### src/hdl/ycrgb_pkg.sv
// Shared constants and types for the YCbCr to RGB pixel converter.
// Used by the pipelined divider and by the top level; no dependencies.
package ycrgb_pkg;

	// Sample and result widths.
	localparam int SAMPLE_W   = 10;
	localparam int OUT_W      = 8;
	localparam int OUT_SHIFT  = SAMPLE_W - OUT_W;
	localparam int FULL_SCALE = (1 << SAMPLE_W) - 1;
	localparam int CHROMA_MID = 1 << (SAMPLE_W - 1);

	// Register field widths.
	localparam int RANGE_W  = 10;
	localparam int COEFF_W  = 11;
	localparam int GCOEFF_W = 12;
	localparam int CFG_W    = GCOEFF_W;
	localparam int CFG_IDX_W = 3;
	localparam int COEFF_ONE = 1024;
	localparam int COEFF_SHIFT = 10;

	// Rescale arithmetic: magnitude of an offset sample, and the dividend
	// after multiplication by full scale.
	localparam int MAG_W      = SAMPLE_W;
	localparam int DIVIDEND_W = MAG_W + SAMPLE_W;
	localparam int DIV_STAGES = DIVIDEND_W;
	localparam int QUOT_W     = DIVIDEND_W + 1;

	// Mixing arithmetic.
	localparam int KFAC_W = COEFF_W + 2;
	localparam int PROD_W = KFAC_W + QUOT_W;
	localparam int SUM_W  = PROD_W + 1;
	localparam int TRQ_W  = SUM_W - COEFF_SHIFT;
	localparam int MIX_W  = TRQ_W + 1;

	// Side information that travels with each pixel through the pipeline.
	typedef struct packed {
		logic             ycbcr;
		logic [OUT_W-1:0] r;
		logic [OUT_W-1:0] g;
		logic [OUT_W-1:0] b;
	} pix_tag_t;

endpackage

### src/hdl/ycrgb_div_pipe.sv
// Pipelined restoring divider for the three rescale lanes (luma, Cb, Cr).
// One quotient bit per stage; depends on ycrgb_pkg.
module ycrgb_div_pipe (
	input  logic                                      clk,
	input  logic [ycrgb_pkg::DIV_STAGES-1:0]          en,
	input  logic [ycrgb_pkg::RANGE_W-1:0]             luma_div,
	input  logic [ycrgb_pkg::RANGE_W-1:0]             chroma_div,
	input  logic [2:0][ycrgb_pkg::DIVIDEND_W-1:0]     num,
	input  logic [2:0]                                neg,
	input  ycrgb_pkg::pix_tag_t                       tag,
	output logic [2:0][ycrgb_pkg::DIVIDEND_W-1:0]     quot,
	output logic [2:0]                                quot_neg,
	output ycrgb_pkg::pix_tag_t                       quot_tag
);

	localparam int RW = ycrgb_pkg::RANGE_W;
	localparam int NW = ycrgb_pkg::DIVIDEND_W;
	localparam int NS = ycrgb_pkg::DIV_STAGES;

	// Stage registers: partial remainder, shifting dividend/quotient word, sign, tag.
	logic [2:0][RW-1:0]   rem_s [NS-1];
	logic [2:0][NW-1:0]   num_s [NS];
	logic [2:0]           neg_s [NS];
	ycrgb_pkg::pix_tag_t  tag_s [NS];

	// A zero range divides as a range of one.
	logic [2:0][RW-1:0] dvs;
	assign dvs[0] = (luma_div == '0) ? RW'(1) : luma_div;
	assign dvs[1] = (chroma_div == '0) ? RW'(1) : chroma_div;
	assign dvs[2] = dvs[1];

	for (genvar k = 0; k < NS; k++) begin : g_stage
		logic [2:0][RW-1:0] rem_in;
		logic [2:0][NW-1:0] num_in;
		logic [2:0]         neg_in;
		ycrgb_pkg::pix_tag_t tag_in;
		logic [2:0][RW-1:0] rem_nx;
		logic [2:0][NW-1:0] num_nx;

		if (k == 0) begin : g_first
			assign rem_in = '0;
			assign num_in = num;
			assign neg_in = neg;
			assign tag_in = tag;
		end else begin : g_next
			assign rem_in = rem_s[k-1];
			assign num_in = num_s[k-1];
			assign neg_in = neg_s[k-1];
			assign tag_in = tag_s[k-1];
		end

		// Bring down the next dividend bit and subtract the divisor if it fits.
		always_comb begin
			logic [RW:0] trial;
			logic        qbit;
			for (int l = 0; l < 3; l++) begin
				trial = {rem_in[l], num_in[l][NW-1]};
				qbit  = (trial >= {1'b0, dvs[l]});
				if (qbit) begin
					trial = trial - {1'b0, dvs[l]};
				end
				rem_nx[l] = trial[RW-1:0];
				num_nx[l] = {num_in[l][NW-2:0], qbit};
			end
		end

		always_ff @(posedge clk) begin
			if (en[k]) begin
				num_s[k] <= num_nx;
				neg_s[k] <= neg_in;
				tag_s[k] <= tag_in;
			end
		end

		if (k < NS - 1) begin : g_rem
			always_ff @(posedge clk) begin
				if (en[k]) begin
					rem_s[k] <= rem_nx;
				end
			end
		end
	end

	assign quot     = num_s[NS-1];
	assign quot_neg = neg_s[NS-1];
	assign quot_tag = tag_s[NS-1];

endmodule

### config.mk
export PLATFORM = sky130hd
export DESIGN_NAME = ycrgb_div_pipe
export DESIGN_NICKNAME = d
export VERILOG_FILES = /design/src/hdl/ycrgb_pkg.sv /design/src/hdl/ycrgb_div_pipe.sv
export SDC_FILE = /design/constraint.sdc
export NUM_CORES = 2
export LEC_CHECK = 0
export ABC_AREA = 0
export BUFFER_PORTS_ARGS = -buffer_cell sky130_fd_sc_hd__buf_2
export CORE_MARGIN = 4
export CORE_UTILIZATION = 63
export DETAILED_ROUTE_END_ITERATION = 6
export PLACE_DENSITY = 0.88
export SETUP_SLACK_MARGIN = 0.02
export SYNTH_ARGS = -nofsm -noshare
export SYNTH_HDL_FRONTEND = slang
export SYNTH_SLANG_ARGS = --single-unit
### constraint.sdc
create_clock -name clk -period 7.75 [get_ports clk]
set_clock_uncertainty 0.15 [all_clocks]
set_input_delay 1.55 -clock clk [delete_from_list [all_inputs] [get_ports clk]]
set_output_delay 1.55 -clock clk [all_outputs]
set_load 0.01 [all_outputs]
== Yosys cells after proc, flatten, opt, wreduce, memory -nomap -nowiden ==
Memories as Yosys holds them, arrays and structs flattened.
Cells that the tools add are included.

* Register bits: 0
* Bits in writable memories: 2,330
* Bits of input ports: 129
* Memories kept: 4

* Add/sub/neg operators: 57
* Order comparisons: 60
* Multiplexer cells: 99
* Reductions and logical operators: 2

{| class="wikitable"
|+ Memory list
! name !! depth !! width !! rd ports !! clocked after memory_dff !! write ports !! RTL line !! text
|-
| num_s || 20 || 60 || 20 || 0 || 20 || ycrgb_div_pipe.sv:22 || <nowiki>logic [2:0][NW-1:0] num_s [NS];</nowiki>
|-
| rem_s || 19 || 30 || 19 || 0 || 19 || ycrgb_div_pipe.sv:21 || <nowiki>logic [2:0][RW-1:0] rem_s [NS-1];</nowiki>
|-
| tag_s || 20 || 25 || 20 || 0 || 20 || ycrgb_div_pipe.sv:24 || <nowiki>ycrgb_pkg::pix_tag_t tag_s [NS];</nowiki>
|-
| neg_s || 20 || 3 || 20 || 0 || 20 || ycrgb_div_pipe.sv:23 || <nowiki>logic [2:0] neg_s [NS];</nowiki>
|}

{| class="wikitable"
|+ Operators by type and width
! kind !! number
|-
| greater-or-equal comparator 11 x 10 -> 1 bit || 57
|-
| two-way mux 10 bit || 59
|-
| subtractor 10 bit || 54
|-
| two-way mux 1 bit || 40
|-
| greater-or-equal comparator 1 x 10 -> 1 bit || 3
|-
| subtractor 1 x 10 -> 10 bit || 3
|-
| logical NOT 10 bit || 2
|}

== Longest topological paths before layout ==
* Depth after elaboration: 4
* Depth in mapped cells: 14

== Worst setup path after synthesis ==
No wires, ideal clock.

* Kind: input port to flip-flop
* From: in chroma_div[1] (netlist bit)
* To: mem rem_s[17][11] (netlist bit) (data pin)
* Setup time: 0.260 ns
* Arrival time: 6.805 ns
* Required time: 7.340 ns
* Path slack: 0.536 ns
* Cell stages on the path: 11
* Cell sequence: clkinv_1 > nand2_1 > nand2b_1 > ha_1 > nor2b_1 > o31ai_1 > a31oi_1 > a21oi_1 > o21ai_0 > buf_2 > mux2_2

{| class="wikitable"
|+ RTL lines
! element !! RTL line !! text
|-
| from (decl) || ycrgb_div_pipe.sv:7 || <nowiki>input logic [ycrgb_pkg::RANGE_W-1:0] chroma_div,</nowiki>
|-
| to (decl) || ycrgb_div_pipe.sv:21 ||
|}

==> run metrics <==
outcome=finished with violations; failing checks=design-rule violations; htree depth=4; die area=166,700 um^2; terminus of the critical flop-to-flop path=rem_s[7][8]; footprint of the multi-input gates=29,430 um^2; initial antenna violation count=5; dpl cell area=104,900 um^2; fillcell total=9,036; clock root buffer=clkbuf_16; number of global-route vias before repair=57,570; Final TNS setup=0 ps; post-CTS setup buffers=0; Least-Margin Pin Slew=1207 ps; drt total wl=213.2 mm; via/cell ratio=6.227; Worst Path Max Fanout=21; Initial Util=63.59%; Antenna Nets Post-Route=0; DR vias=55,090; Reg clk slew, reported paths=70 ps; Final GP Congestion=0.8736; Hold Path End=num_s[3][34]; hold-critical path depth=0; largest net degree at the start of global routing=83; Total Routing Usage GR=25.50%; most common cell after layout, fill and taps aside=edfxtp_1; mapped cell area=100,900 um^2; hold_ws=244.2 ps; CTS Buf Count=220; post-cts hold buffer count=0; Core Box Area=158,700 um^2; RSZ-0062 raised after global routing=no; max-slew violations=0; EDFF count, synth=2,330; part of the Yosys area used for sequential elements=69.31%; crit path capture type=flop; Slew Limit Headroom=18.84%; Max Cap Violations=0; R2R cell count=10; FF-to-FF Start=num_s[1][139]; HP Start=num_s[2][213]; DR WL/cell=24.10 um; drt pass-1 iters=7; r2r setup slk=4020 ps; Die W=408.3 um; Top FF cell, synth=edfxtp_1; Cell variety after synth=63; TritonCTS clock tree=built; clk sink count=2,330; Non-Filler Instances=8,846; row count=146; Startpoint Class=primary input; Post-Synthesis Cells=6,131; synth warn=0; synthesis-to-layout area growth=11.26%; share of post-route cells with drive strength above 1=17.87%; Worst VDD drop=264.3 uV; number of hold violations in the final report=0; Static Leak=41.74 nW; Critical Path AT=6320 ps; worst slack, placed=1205 ps; # setup viols final=0; Avg Cell Area, Syn=16.46 um^2; class of the tightest hold or removal check=flop to flop; Cell Count Post-Placement=8,438; Crit path required time=8180 ps; most frequent cells in the layout=edfxtp_1, ha_1, mux2_2; total gr overflow=0; Final period util=75.98%; first-pass GRT wire length=330.4 mm; Die Ht=408.3 um; critical path class=primary input to flop; Post-synth ARST share=0%; clock buffer depth=3; design area=112,300 um^2; post-route minimum period=5889 ps; final worst slack=1861 ps; Port Buffers=216; DP HPWL=125.4 mm; Storage cell area=69,970 um^2; CTS resizes=0; clk_lat worst skew=850 ps; net count after synthesis=6,890; drt drc=11; initial DRC count=5,515; FF+latch count, synth=2,330; Finished Core Util=70.75%; Pwr Density=379.4 nW/um^2; Power, Total=42.61 mW; # IOs=217; highest clock rate=169.8 MHz; Nets=7,347
[how the worst max path moves through the flow]
stage                   from       endpoint  slack [ps]  cells past startpoint
4_1_cts        chroma_div[4]   rem_s[8][28]        1990                     16
6_report       chroma_div[4]   rem_s[8][28]        1860                     16
2_1_floorplan  chroma_div[1]  rem_s[17][11]         540                     11
5_1_grt        chroma_div[4]   rem_s[8][28]        1650                     16
3_5_place_dp   chroma_div[4]  rem_s[17][18]        1200                     16
3_3_place_gp   chroma_div[4]  rem_s[17][18]        1380                     16
[logic make-up (layout without fill, tap and decap cells)]
kind of cell | count (synthesis) | count (layout) | share of synthesized area [%]
AOI/OAI and AO/OA | 798 | 798 | 5.244
xor gates and xnor gates | 377 | 377 | 3.271
adders and majority gates | 630 | 630 | 8.211
buffers and inverters | 360 | 1002 | 1.546
DFF | 2330 | 2330 | 69.31
muxes | 599 | 599 | 6.952
other | 0 | 1 | 0
and+or+nand+nor | 1037 | 1037 | 5.463
[cells in the mapped netlist, drive strengths merged (14+ instances only)]
| cell type | count | area share, % |
|---|---|---|
| nor2b | 19 | 0.12 |
| buf | 54 | 0.41 |
| edfxtp | 2330 | 69 |
| o21ai | 126 | 0.62 |
| o21bai | 55 | 0.41 |
| xnor2 | 254 | 2.2 |
| or4 | 14 | 0.15 |
| xor2 | 123 | 1.1 |
| nor2 | 272 | 1.0 |
| ha | 576 | 7.1 |
| nand2 | 212 | 0.79 |
| mux2i | 118 | 1.2 |
| a2111oi | 34 | 0.46 |
| mux2 | 481 | 5.8 |
| nor3b | 47 | 0.35 |
| fa | 54 | 1.1 |
| and3 | 16 | 0.099 |
| nand4 | 76 | 0.47 |
| o211ai | 17 | 0.14 |
| and3b | 24 | 0.21 |
| and2 | 50 | 0.31 |
| nand2b | 23 | 0.14 |
| a31oi | 59 | 0.37 |
| nand3b | 112 | 0.83 |
| nand3 | 71 | 0.35 |
| o41ai | 46 | 0.40 |
| a21oi | 336 | 1.8 |
| inv | 301 | 1.1 |
| nor3 | 62 | 0.31 |
| a211oi | 18 | 0.13 |
| a21o | 49 | 0.36 |
[registers in the layout, indices dropped and copies added, names as in the netlist]
| register | flops |
|---|---|
| tag_s | 500 |
| num_s | 1200 |
| neg_s | 60 |
| rem_s | 570 |
[critical path, stage by stage]
cell,delay (ps)
buf_2,100
inv_2,520
nand4_1,250
nor2_1,420
nand2_1,370
nand2b_2,590
buf_12,290
ha_1,200
inv_1,60
fa_1,420
a21oi_1,280
o21ai_0,100
and2_1,190
o41ai_1,460
xnor2_1,190
mux2_2,290
[report_power, final]
group / internal, mW / leakage [nW] / switching [mW]
clock: 6.19 / 3.55 / 4.77
combinational: 6.61 / 15.5 / 7.04
sequential: 16.9 / 22.7 / 1.11
total: 29.7 / 41.7 / 12.9
[layout make-up]
type | count | area share, %
antenna | 1 | 0.002228
timing repair buffer | 293 | 1.557
inverter | 302 | 1.012
clock inverter | 149 | 1.566
tap | 2072 | 2.308
multi-input combinational | 3441 | 26.21
clock buffer | 258 | 5.048
sequential | 2330 | 62.30
[routing by layer]
| layer | global-route usage, % | routed length (um) | up-vias |
|---|---|---|---|
| li1 | - | - | 24630 |
| met1 | 31.92 | 80100 | 26900 |
| met2 | 43.02 | 105200 | 2731 |
| met3 | 4.852 | 16250 | 823 |
| met4 | 12.52 | 11560 | 4 |
| met5 | 0 | 30 | - |
(Power assumes the default switching activity.)
